## src/hw/rtl/rrts_pkg.sv

```systemverilog
// Package with shared types, codes and sizes of the task-slot scheduler.
package rrts_pkg;

	localparam int SLOTS_DEF    = 64;
	localparam int KEY_BITS_DEF = 32;

	localparam logic [2:0] FN_CREATE   = 3'd0;
	localparam logic [2:0] FN_RESUME   = 3'd1;
	localparam logic [2:0] FN_WAIT     = 3'd2;
	localparam logic [2:0] FN_WAKE     = 3'd3;
	localparam logic [2:0] FN_KILL     = 3'd4;
	localparam logic [2:0] FN_DETACH   = 3'd5;
	localparam logic [2:0] FN_SCHEDULE = 3'd6;

	localparam logic [3:0] WT_NONE   = 4'd0;
	localparam logic [3:0] WT_TOTAL  = 4'd1;
	localparam logic [3:0] WT_TASK   = 4'd2;
	localparam logic [3:0] WT_WM     = 4'd7;
	localparam logic [3:0] WT_TIMER  = 4'd8;
	localparam logic [3:0] WT_ZOMBIE = 4'd9;

	localparam logic [1:0] ST_OK      = 2'd0;
	localparam logic [1:0] ST_FULL    = 2'd1;
	localparam logic [1:0] ST_NO_TASK = 2'd2;

	typedef struct packed {
		logic [2:0]  func;
		logic [5:0]  slot;
		logic [3:0]  wait_type;
		logic [31:0] wait_key;
		logic [31:0] tick_now;
	} rrts_in_t;

	typedef struct packed {
		logic [5:0] chosen_slot;
		logic [1:0] status;
		logic [5:0] woken_count;
	} rrts_out_t;

endpackage

```

## src/hw/rtl/round_robin_task_slot_scheduler.sv

```systemverilog
// Top level of the round-robin task-slot scheduler: slot table and sweep sequencer.
// Resume, wait, detach and unused codes go from acceptance straight to the finish state;
// create sweeps slot 1 upward, one slot per cycle; wake, kill and schedule take each
// slot in a read phase and a compare phase because the key store is read through a register.
// A new item is taken only after the result leaves; in_stall is high until then.
// Reset (asynchronous, active low) empties the table at once: kernel runs, scan limit is one.
module round_robin_task_slot_scheduler #(
	parameter int SLOTS    = rrts_pkg::SLOTS_DEF,
	parameter int KEY_BITS = rrts_pkg::KEY_BITS_DEF
) (
	input  logic              clk,
	input  logic              arst_n,
	input  logic              in_valid,
	output logic              in_stall,
	input  rrts_pkg::rrts_in_t  in_data,
	output logic              out_valid,
	input  logic              out_stall,
	output rrts_pkg::rrts_out_t out_data
);
	import rrts_pkg::*;

	localparam int SW = $clog2(SLOTS);
	localparam int LW = SW + 1;

	typedef enum logic [2:0] {S_IDLE, S_SWEEP, S_SCHED2, S_FINISH, S_OUT} state_t;

	// Per-slot state bits live in flip-flops that reset clears; the key store does not.
	logic [SLOTS-1:0] exists_q, susp_q, att_q;
	logic [3:0]       wtype_q [SLOTS];
	logic [KEY_BITS-1:0] key_mem [SLOTS];
	logic [KEY_BITS-1:0] key_rd_q;   // registered read of the key store at idx_q

	state_t     state_q;
	rrts_in_t   item_q;
	logic [SW-1:0] idx_q;      // slot under the sweep
	logic          ph_q;       // compare phase of a slot step, after its key read
	logic [SW-1:0] run_q;      // running slot
	logic [LW-1:0] lim_q;      // scan limit
	logic [SW-1:0] found_q;    // result of a search
	logic          hit_q;
	logic [5:0]    woken_q;
	logic [LW-1:0] hi_q;       // highest existing or chosen slot plus one seen by the create sweep
	rrts_out_t     res_q;

	logic [SW-1:0] slot_i;
	logic          slot_ok;
	logic [3:0]    ref_type;
	logic [KEY_BITS-1:0] ref_key;
	logic          rel_hit, run_hit;
	logic [LW-1:0] idx_ext, lim_eff;

	function automatic rrts_out_t mk_res(input logic [5:0] c, input logic [1:0] st,
			input logic [5:0] w);
		rrts_out_t r;
		r.chosen_slot = c;
		r.status      = st;
		r.woken_count = w;
		return r;
	endfunction

	assign slot_ok = (SLOTS >= 64 || 32'(item_q.slot) < 32'(SLOTS)) && item_q.slot != 6'd0
		&& exists_q[slot_i];
	assign slot_i  = SW'(item_q.slot);
	assign idx_ext = LW'(idx_q);
	assign lim_eff = (32'(lim_q) > 32'(SLOTS)) ? LW'(SLOTS) : lim_q;
	assign ref_type = (item_q.func == FN_KILL) ? WT_TASK : item_q.wait_type;
	assign ref_key  = (item_q.func == FN_KILL) ? KEY_BITS'(item_q.slot)
		: KEY_BITS'({{(KEY_BITS > 32 ? KEY_BITS-32 : 1){1'b0}}, item_q.wait_key});

	// Only a wake of type wm ignores the key; kill always matches on the slot number.
	rrts_cmp #(.KEY_BITS(KEY_BITS)) u_cmp (
		.exists(exists_q[idx_q]), .susp(susp_q[idx_q]), .wtype(wtype_q[idx_q]),
		.key(key_rd_q), .ref_type(ref_type), .ref_key(ref_key),
		.any_key(item_q.func == FN_WAKE && item_q.wait_type == WT_WM),
		.tick(item_q.tick_now),
		.release_hit(rel_hit), .run_hit(run_hit)
	);

	assign in_stall  = (state_q != S_IDLE);
	assign out_valid = (state_q == S_OUT);
	assign out_data  = res_q;

	// Key store: written only by create and wait, read through a register.
	always_ff @(posedge clk) begin
		if (state_q == S_FINISH && item_q.func == FN_CREATE && hit_q)
			key_mem[found_q] <= '0;
		else if (state_q == S_FINISH && item_q.func == FN_WAIT && slot_ok)
			key_mem[slot_i] <= KEY_BITS'(item_q.wait_key);
		key_rd_q <= key_mem[idx_q];
	end

	always_ff @(posedge clk or negedge arst_n) begin
		if (!arst_n) begin
			state_q  <= S_IDLE;
			exists_q <= '0;
			susp_q   <= '0;
			att_q    <= '0;
			for (int i = 0; i < SLOTS; i++) wtype_q[i] <= WT_NONE;
			run_q    <= '0;
			lim_q    <= LW'(1);
			idx_q    <= '0;
			ph_q     <= 1'b0;
			found_q  <= '0;
			hit_q    <= 1'b0;
			woken_q  <= '0;
			hi_q     <= LW'(1);
			item_q   <= '0;
			res_q    <= '0;
		end else begin
			case (state_q)
				S_IDLE: begin
					if (in_valid) begin
						item_q  <= in_data;
						hit_q   <= 1'b0;
						woken_q <= '0;
						found_q <= '0;
						hi_q    <= LW'(1);
						ph_q    <= 1'b0;
						if (in_data.func == FN_SCHEDULE) begin
							if (run_q == '0 || (LW'(run_q) + LW'(1) < lim_eff
								&& 32'(run_q) + 1 < SLOTS)) begin
								idx_q   <= (run_q == '0) ? '0 : SW'(LW'(run_q) + LW'(1));
								state_q <= S_SWEEP;
							end else begin
								idx_q   <= '0;
								state_q <= S_SCHED2;
							end
						end else if (in_data.func == FN_CREATE || in_data.func == FN_KILL
							|| in_data.func == FN_WAKE) begin
							idx_q   <= (in_data.func == FN_CREATE) ? SW'(1) : '0;
							state_q <= S_SWEEP;
						end else begin
							state_q <= S_FINISH;
						end
					end
				end
				S_SWEEP: begin
					if (!ph_q && item_q.func != FN_CREATE) begin
						// First cycle of a slot: its key is being read into key_rd_q.
						ph_q <= 1'b1;
					end else begin
						ph_q <= 1'b0;
						// One slot per step through the shared compare unit.
						case (item_q.func)
							FN_CREATE: begin
								if (exists_q[idx_q]) hi_q <= idx_ext + LW'(1);
								if (!exists_q[idx_q] && !hit_q) begin
									hit_q   <= 1'b1;
									found_q <= idx_q;
									if (idx_ext + LW'(1) > hi_q) hi_q <= idx_ext + LW'(1);
								end
								if (32'(idx_q) == SLOTS - 1) state_q <= S_FINISH;
								else idx_q <= idx_q + SW'(1);
							end
							FN_WAKE, FN_KILL: begin
								if (rel_hit && !(item_q.func == FN_KILL && !slot_ok)
									&& !(item_q.func == FN_WAKE
									&& (item_q.wait_type == WT_NONE
									|| item_q.wait_type == WT_ZOMBIE))) begin
									susp_q[idx_q]  <= 1'b0;
									wtype_q[idx_q] <= WT_NONE;
									if (woken_q != 6'd63) woken_q <= woken_q + 6'd1;
								end
								if (32'(idx_q) == SLOTS - 1) state_q <= S_FINISH;
								else idx_q <= idx_q + SW'(1);
							end
							FN_SCHEDULE: begin
								if (run_hit) begin
									if (wtype_q[idx_q] != WT_NONE) begin
										susp_q[idx_q]  <= 1'b0;
										wtype_q[idx_q] <= WT_NONE;
									end
									hit_q   <= 1'b1;
									found_q <= idx_q;
									state_q <= S_FINISH;
								end else if (idx_ext + LW'(1) >= lim_eff) begin
									idx_q   <= '0;
									state_q <= S_SCHED2;
								end else begin
									idx_q <= idx_q + SW'(1);
								end
							end
							default: state_q <= S_FINISH;
						endcase
					end
				end
				S_SCHED2: begin
					if (!ph_q) begin
						ph_q <= 1'b1;
					end else begin
						ph_q <= 1'b0;
						// Wrapped part: slots below the running one.
						if (idx_q >= run_q) begin
							state_q <= S_FINISH;
						end else if (run_hit) begin
							if (wtype_q[idx_q] != WT_NONE) begin
								susp_q[idx_q]  <= 1'b0;
								wtype_q[idx_q] <= WT_NONE;
							end
							hit_q   <= 1'b1;
							found_q <= idx_q;
							state_q <= S_FINISH;
						end else begin
							idx_q <= idx_q + SW'(1);
						end
					end
				end
				S_FINISH: begin
					case (item_q.func)
						FN_CREATE: begin
							if (hit_q) begin
								exists_q[found_q] <= 1'b1;
								susp_q[found_q]   <= 1'b1;
								wtype_q[found_q]  <= WT_TOTAL;
								att_q[found_q]    <= 1'b1;
								lim_q <= hi_q;
								res_q <= mk_res(6'(found_q), ST_OK, 6'd0);
							end else begin
								res_q <= mk_res(6'd0, ST_FULL, 6'd0);
							end
						end
						FN_RESUME: begin
							if (slot_ok) begin
								susp_q[slot_i]  <= 1'b0;
								wtype_q[slot_i] <= WT_NONE;
								res_q <= mk_res(6'd0, ST_OK, 6'd0);
							end else res_q <= mk_res(6'd0, ST_NO_TASK, 6'd0);
						end
						FN_WAIT: begin
							if (slot_ok) begin
								susp_q[slot_i]  <= 1'b1;
								wtype_q[slot_i] <= item_q.wait_type;
								res_q <= mk_res(6'd0, ST_OK, 6'd0);
							end else res_q <= mk_res(6'd0, ST_NO_TASK, 6'd0);
						end
						FN_WAKE: res_q <= mk_res(6'd0, ST_OK, woken_q);
						FN_KILL: begin
							if (slot_ok) begin
								res_q <= mk_res(6'd0, ST_OK, woken_q);
								if (run_q == slot_i) run_q <= '0;
								if (att_q[slot_i]) begin
									susp_q[slot_i]  <= 1'b1;
									wtype_q[slot_i] <= WT_ZOMBIE;
								end else exists_q[slot_i] <= 1'b0;
							end else res_q <= mk_res(6'd0, ST_NO_TASK, 6'd0);
						end
						FN_DETACH: begin
							if (slot_ok) begin
								att_q[slot_i] <= 1'b0;
								res_q <= mk_res(6'd0, ST_OK, 6'd0);
							end else res_q <= mk_res(6'd0, ST_NO_TASK, 6'd0);
						end
						FN_SCHEDULE: begin
							run_q <= hit_q ? found_q : '0;
							res_q <= mk_res(hit_q ? 6'(found_q) : 6'd0, ST_OK, 6'd0);
						end
						default: res_q <= mk_res(6'd0, ST_OK, 6'd0);
					endcase
					state_q <= S_OUT;
				end
				S_OUT: begin
					if (!out_stall) state_q <= S_IDLE;
				end
				default: state_q <= S_IDLE;
			endcase
		end
	end
endmodule

```

## src/hw/rtl/rrts_cmp.sv

```systemverilog
// Shared compare unit: combinationally judges the slot entry under the running sweep.
module rrts_cmp #(
	parameter int KEY_BITS = rrts_pkg::KEY_BITS_DEF
) (
	input  logic                exists,
	input  logic                susp,
	input  logic [3:0]          wtype,
	input  logic [KEY_BITS-1:0] key,
	input  logic [3:0]          ref_type,
	input  logic [KEY_BITS-1:0] ref_key,
	input  logic                any_key,
	input  logic [31:0]         tick,
	output logic                release_hit,
	output logic                run_hit
);
	import rrts_pkg::*;

	logic tick_gt;

	always_comb begin
		if (KEY_BITS > 32)
			tick_gt = {{(KEY_BITS > 32 ? KEY_BITS-32 : 1){1'b0}}, tick} > key;
		else
			tick_gt = tick > 32'(key);
	end

	assign release_hit = exists && susp && (wtype == ref_type) && (any_key || key == ref_key);

	always_comb begin
		if (!exists)
			run_hit = 1'b0;
		else if (wtype == WT_NONE)
			run_hit = 1'b1;
		else if (wtype == WT_TIMER)
			run_hit = tick_gt;
		else
			run_hit = !susp;
	end
endmodule

```

## config.mk

```make
export PLATFORM = sky130hd
export DESIGN_NAME = round_robin_task_slot_scheduler
export DESIGN_NICKNAME = d
export VERILOG_FILES = /design/src/hw/rtl/rrts_pkg.sv /design/src/hw/rtl/round_robin_task_slot_scheduler.sv /design/src/hw/rtl/rrts_cmp.sv
export SDC_FILE = /design/constraint.sdc
export NUM_CORES = 2
export LEC_CHECK = 0
export ABC_CLOCK_PERIOD_IN_PS = 10200
export BUFFER_PORTS_ARGS = -buffer_cell sky130_fd_sc_hd__buf_4
export CORE_MARGIN = 5
export CORE_UTILIZATION = 34
export CTS_BUF_LIST = sky130_fd_sc_hd__clkbuf_8
export DETAILED_ROUTE_END_ITERATION = 8
export PLACE_DENSITY = 0.5
export SLEW_MARGIN = 20
export SYNTH_ARGS = -nofsm -noshare
export SYNTH_HDL_FRONTEND = slang
export SYNTH_SLANG_ARGS = --single-unit
```

## constraint.sdc

```tcl
create_clock -name clk -period 10.2 [get_ports clk]
set_clock_uncertainty 0.2 [all_clocks]
set_input_delay 0.51 -clock clk [delete_from_list [all_inputs] [get_ports clk]]
set_output_delay 0.51 -clock clk [all_outputs]
set_load 0.03 [all_outputs]
```

**Word level (Yosys, flattened, before mapping)**

Memories as Yosys holds them, arrays and structs flattened. A register that Yosys moved wholly into a read port is not among the register bits.
Index checks and enable logic that the tools add are counted.

- Bits in registers: 582
- Bits in writable memories: 2,048
- Bits of input ports: 81
- Output and inout bits: 16
- Logic and storage cells: 392
- Memories: 1

- $add $sub $neg: 5
- $lt $le $gt $ge: 19
- Eq/ne operators: 53
- Muxes and demuxes: 141
- Bitwise logic cells: 23
- Reductions and logical operators: 66

Memories:

| name | words | width | rd ports | clocked after memory_dff | write ports | line | text |
|---|---|---|---|---|---|---|---|
| key_mem | 64 | 32 | 1 | 1 | 1 | round_robin_task_slot_scheduler.sv:30 | `logic [KEY_BITS-1:0] key_mem [SLOTS];` |

Operators with widths:

| cell | number |
|---|---|
| $mux 256 | 11 |
| $mux 64 | 16 |
| $pmux 256 s4 | 1 |
| $pmux 256 s3 | 1 |
| $and 256x256->256 | 2 |
| $not 256->256 | 2 |
| $pmux 256 s2 | 1 |
| $pmux 64 s2 | 3 |
| $or 64x64->64 | 5 |
| $and 64x64->64 | 4 |
| $bwmux 256 | 1 |
| $pmux 64 s4 | 1 |
| $and 192x192->192 | 1 |
| $not 192->192 | 1 |
| $pmux 64 s3 | 1 |
| $mux 6 | 26 |
| $and 128x128->128 | 1 |
| $not 128->128 | 1 |
| $not 64->64 | 2 |
| $or 128x128->128 | 1 |
| $demux 4 s6 | 3 |
| $pmux 14 s5 | 1 |
| $mux 32 | 2 |
| $mux 7 | 7 |
| other kinds (67) | 212 |

**Depth between registers and ports, before layout**

- Word-level depth: 13
- Gate-level depth with buffers: 21
- Gate-level depth less buffers: 13

**By module**

A second synthesis with hierarchy kept.

- Cell total of the unflattened synthesis: 8,227
- Area, all modules: 111,450.6 µm²

By module, submodules not included:

| module | times used | cells each | area each (µm²) |
|---|---|---|---|
| round_robin_task_slot_scheduler | 1 | 8,061 | 110,209.4 |
| rrts_cmp | 1 | 166 | 1,241.2 |

**Worst setup path before layout**

Ideal clock, no wire load.

- Kind: reg-to-reg
- Start: reg item_q (netlist bit slot_i[0])
- End: mem key_mem[62][0] (netlist bit), enable pin
- Arrival: 5,948 ps
- Required time: 9,498 ps
- Path slack: 3,550 ps
- Stages on the path, launching flop included: 14
- Period minus slack after synthesis: 6,650 ps
- Cells stage by stage: dfrtp_1 > buf_2 > and2_1 > clkbuf_1 > a221oi_1 > o22ai_1 > a22o_1 > a2111oi_2 > a211oi_1 > buf_2 > clkbuf_1 > mux2_2 > nand2_1 > nor4_1

- Word-level cells in the longest chain between the ends: 9

Ends and longest elaborated chain:

| what | line | text |
|---|---|---|
| start, declared | round_robin_task_slot_scheduler.sv:34 | `rrts_in_t item_q;` |
| start signal, assigned | round_robin_task_slot_scheduler.sv:113 | `item_q <= in_data;` |
| $bmux 1 s6 | round_robin_task_slot_scheduler.sv:62 | `&& exists_q[slot_i];` |
| $mux 1 (implied by the code) | round_robin_task_slot_scheduler.sv:62 |  |
| $logic_and 1x1->1 | round_robin_task_slot_scheduler.sv:62 |  |
| $logic_and 1x1->1 | round_robin_task_slot_scheduler.sv:87 | `else if (state_q == S_FINISH && item_q.func == FN_WAIT && slot_ok)` |
| $mux 1 | round_robin_task_slot_scheduler.sv:87 |  |
| $mux 1 | round_robin_task_slot_scheduler.sv:85 | `if (state_q == S_FINISH && item_q.func == FN_CREATE && hit_q)` |
| $mux 1 (implied by the code) | round_robin_task_slot_scheduler.sv:88 | `key_mem[slot_i] <= KEY_BITS'(item_q.wait_key);` |
| $reduce_or 32->1 (no line) | n/a |  |
| $mux 6 (no line) or $mux 1 (tied branches) | n/a |  |
| end, declared | round_robin_task_slot_scheduler.sv:30 |  |

Parallel ways exist; a longest one is shown, timed or not. The select of a mux whose other input is x is not followed.

**Worst setup path after layout**

- Start: reg item_q (netlist bit slot_i[2])
- End: mem key_mem[19][19] (netlist bit), enable pin

The elaborated chain is that of the path after synthesis.

==> run_summary.xml <==
<?xml version="1.0" encoding="UTF-8"?>
<metrics>
  <group name="outcome">
    <metric name="status" unit="">finished with violations</metric>
    <metric name="failed_checks" unit="">DRC</metric>
  </group>
  <group name="synthesis">
    <metric name="synth_nets" unit="">8208</metric>
    <metric name="syn_area" unit="um2">112000</metric>
    <metric name="synthesized_area_fraction_occupied_by_ao_oa_aoi_and_oai_cells" unit="%">19.1</metric>
    <metric name="post_synth_inst_count" unit="">8065</metric>
    <metric name="ys_warn_count" unit="">0</metric>
    <metric name="synth_seq_area_share" unit="%">68.5</metric>
    <metric name="yosys.area_share.simple" unit="%">5.85</metric>
    <metric name="synth.area.mux_share" unit="%">3.00</metric>
    <metric name="synth-seq-cells" unit="">2662</metric>
    <metric name="post_synth_xor_area_fraction" unit="%">0.227</metric>
    <metric name="synth_area_per_cell" unit="um2">13.9</metric>
    <metric name="synthAdderAreaFrac" unit="%">0.693</metric>
    <metric name="synth_ff_type" unit="">edfxtp_1</metric>
    <metric name="synth_cell_type_count" unit="">89</metric>
    <metric name="synth_top_family_by_area" unit="">compound AO/OA/AOI/OAI gates</metric>
    <metric name="ffs_w_async_s_r_synth" unit="%">21.9</metric>
    <metric name="count_of_flip_flops_with_a_built_in_enable_after_synthesis" unit="">2048</metric>
  </group>
  <group name="worst_setup_path">
    <metric name="critical_path_cell_sequence" unit="">clkinv_1 &gt; a221oi_1 &gt; o22ai_1 &gt; a22o_1 &gt; a2111oi_2 &gt; a211oi_4 &gt; mux2i_1 &gt; nand2b_1 &gt; nand2b_1 &gt; nor2_4</metric>
    <metric name="timing_worst_setup_path_type" unit="">register to register</metric>
    <metric name="timing.critical_path.slowest_cell_delay" unit="ns">1.05</metric>
    <metric name="cpMostUsedCell" unit="">nand2b_1</metric>
    <metric name="crit_fanout" unit="">32</metric>
    <metric name="timing.critical_path.to_type" unit="">register</metric>
    <metric name="timing.critical_path.required" unit="ns">10.67</metric>
    <metric name="rr_worst_depth" unit="">10</metric>
    <metric name="cp_data_arrival_time" unit="ns">7.53</metric>
    <metric name="reg2reg_setup_slack" unit="ns">3.14</metric>
    <metric name="critical_path.startpoint_type" unit="">register</metric>
    <metric name="slowest_stage" unit="">nor2_4</metric>
  </group>
  <group name="placement">
    <metric name="place_congestion" unit="">0.983</metric>
    <metric name="numPortBuffers" unit="">96</metric>
    <metric name="dp_hpwl" unit="um">275000</metric>
  </group>
  <group name="power_and_ir_drop">
    <metric name="power_per_unit_of_standard_cell_area" unit="nW/um2">281</metric>
    <metric name="report.power.total" unit="mW">36.0</metric>
    <metric name="max-vdd-ir-drop" unit="mV">0.290</metric>
    <metric name="leakage" unit="nW">41.2</metric>
  </group>
  <group name="layout">
    <metric name="area_growth_synth_to_finish" unit="%">14.6</metric>
    <metric name="final_net_count" unit="">8525</metric>
    <metric name="drive_gt1_share" unit="%">15.5</metric>
  </group>
  <group name="grt">
    <metric name="grt_start_max_net_pins" unit="">152</metric>
    <metric name="grt_antenna_before_repair" unit="">30</metric>
    <metric name="grt_pass1_vias" unit="">78263</metric>
    <metric name="first_pass_grt_wire_length" unit="um">637000</metric>
    <metric name="globalRouteTotalUtil" unit="%">26.1</metric>
    <metric name="globalRouteOverflowTotal" unit="">0</metric>
  </group>
  <group name="timing">
    <metric name="final-hold-violation-count" unit="">0</metric>
    <metric name="setup_repair_after_global_routing_missed_its_margin" unit="">false</metric>
    <metric name="timing.final.setup_violations" unit="">0</metric>
    <metric name="worstMarginPinSlew" unit="ns">1.22</metric>
    <metric name="post-route-min-period" unit="ns">7.06</metric>
    <metric name="timing.slew.headroom" unit="%">18.0</metric>
    <metric name="fin_crit_sh" unit="%">69.3</metric>
    <metric name="holdWs" unit="ns">0.0233</metric>
    <metric name="timing.fmax" unit="GHz">0.142</metric>
    <metric name="slew_violations" unit="">0</metric>
    <metric name="final.setup.tns" unit="ns">0</metric>
  </group>
  <group name="clocking">
    <metric name="cts_made_buffers" unit="">434</metric>
    <metric name="clk_root_buffer_cell" unit="">clkbuf_8</metric>
    <metric name="cts_tree" unit="">built</metric>
    <metric name="worst_skew_pair.late_latency" unit="ns">1.07</metric>
    <metric name="clock_sink_count" unit="">2662</metric>
    <metric name="clock_tree.buffer_depth" unit="">4</metric>
    <metric name="cts_h_tree_lvls" unit="">5</metric>
    <metric name="cts.reportedPaths.clkPinSlew" unit="ns">0.07</metric>
    <metric name="cts_setup_buffers" unit="">0</metric>
  </group>
  <group name="floorplanning">
    <metric name="core_ar" unit="um2">328000</metric>
    <metric name="initial_utilization" unit="%">34.2</metric>
    <metric name="die-area" unit="um2">341000</metric>
    <metric name="chipHeight" unit="um">584</metric>
    <metric name="num_io_pins" unit="">97</metric>
    <metric name="die_width" unit="um">584</metric>
    <metric name="row_count" unit="">210</metric>
  </group>
  <group name="detailed_routing">
    <metric name="routed_via_density" unit="">6.21</metric>
    <metric name="drc_errors" unit="">3</metric>
    <metric name="dr.pass1.iters" unit="">9</metric>
    <metric name="finalWirelength" unit="um">461000</metric>
    <metric name="wire_per_inst" unit="um">35.2</metric>
    <metric name="detailroute.via_count" unit="">81257</metric>
    <metric name="drt-initial-drc-count" unit="">10732</metric>
    <metric name="drtAntennaViolNets" unit="">0</metric>
  </group>
  <group name="run">
    <metric name="max-cap-violations" unit="">0</metric>
  </group>
  <group name="min_path">
    <metric name="hp-class" unit="">input pin to asynchronous set/reset pin</metric>
  </group>
</metrics>
kinds of logic (layout without fill, tap and decap cells):
logic type	count (synthesis)	after routing
multiplexers	266	266
XOR/XNOR	29	29
adder cells (fa/ha/maj)	62	62
other	0	16
buffers and inverters	724	1388
flip-flops	2662	2662
AO/OA/AOI/OAI	2923	2923
AND/OR/NAND/NOR	1399	1399
sequential cells by signal, summed over array words and instances, names as in the netlist:
| register | count |
|---|---|
| att_q | 64 |
| exists_q | 64 |
| found_q | 6 |
| hi_q | 7 |
| hit_q | 1 |
| idx_q | 6 |
| item_q | 71 |
| key_mem | 2048 |
| key_rd_q | 32 |
| lim_q | 7 |
| out_data | 14 |
| ph_q | 1 |
| run_q | 6 |
| slot_i | 6 |
| state_q | 3 |
| susp_q | 64 |
| woken_q | 6 |
| wtype_q | 256 |
cell usage after synthesis, types with 138 or more instances:
library cell | count | share of area [%]
a221oi_1 | 273 | 2.1
a22oi_1 | 570 | 3.8
a21oi_1 | 396 | 1.8
dfrtp_1 | 580 | 13
clkbuf_1 | 430 | 1.4
a22o_1 | 189 | 1.5
mux2i_1 | 138 | 1.2
nand2_1 | 486 | 1.6
o21ai_0 | 450 | 2.0
nor2_1 | 392 | 1.3
a31oi_1 | 185 | 1.0
edfxtp_1 | 2048 | 55
o2bb2ai_1 | 179 | 1.4
power breakdown:
part	total, mW	leakage [nW]	switching (mW)	internal [mW]
Sequential	12.7	24.2	0.631	12.1
Clock	8.79	4.59	4.46	4.33
Combinational	14.5	12.3	10.9	3.68
Total	36.0	41.2	16.0	20.1
cell usage in the layout (no fill, tap or decap), types with 227 or more instances in the layout:
cell type  Yosys  routed
a221oi_1     273     272
buf_4         12     358
a22oi_1      570     570
edfxtp_1    2048    2048
nand2_1      486     474
clkbuf_8       0     465
nor2_1       392     322
o21ai_0      450     449
a21oi_1      396     394
dfrtp_1      580     570
inv_1         83     227
area by class of cell:
class                           instances  area (um2)
Tap cell                             4346        5440
Clock inverter                        318        1520
Clock buffer                          465        6400
Fill cell                           30669      199000
Multi-Input combinational cell       4679       33200
Timing Repair Buffer                  520        4650
Antenna cell                           16        40.0
Sequential cell                      2662       76700
Inverter                               85         320
path summary, 6_finish.rpt:
check / end / startpoint
worst max-delay path: key_mem[19][19] / slot_i[2]
worst min-delay path: exists_q[6] / arst_n
worst max register to register: key_mem[19][19] / slot_i[2]
worst min register to register: lim_q[6] / hi_q[6]
max in group asynchronous: idx_q[1] / arst_n
min in group clk: item_q[41] / in_data[41]
repair_timing:
item,4_1_cts,5_1_grt
hold buffers,129,0
resized for setup,0,0
endpoints found under the hold margin,175,0
metal layers:
layer / share of wire (%) / vias to the layer above / global-route usage, %
met5: 0.067 / - / 0.510
met4: 5.8 / 14 / 12.8
met3: 9.9 / 1069 / 6.12
met2: 45 / 4820 / 40.1
met1: 40 / 42197 / 34.8
li1: - / 33157 / -
stage by stage:
step	std cells	setup WS (ns)	area [um2]	util [%]
6_report	13091	3.14	128000	39.2
5_1_grt	13078	3.00	128000	39.2
4_1_cts	13074	3.39	128000	39.1
3_5_place_dp	12162	3.31	119000	36.3
3_3_place_gp	12153	3.42	119000	36.3
2_1_floorplan	8065	3.55	112000	-
worst max-delay path, delay by kind of cell (launching register included):
family | cells | cell delay (ns)
compound gates | 5 | 1.92
flops | 1 | 0.94
buf+inv | 1 | 0.80
mux | 1 | 0.62
simple gates | 3 | 2.20
(Power assumes the default switching activity.)
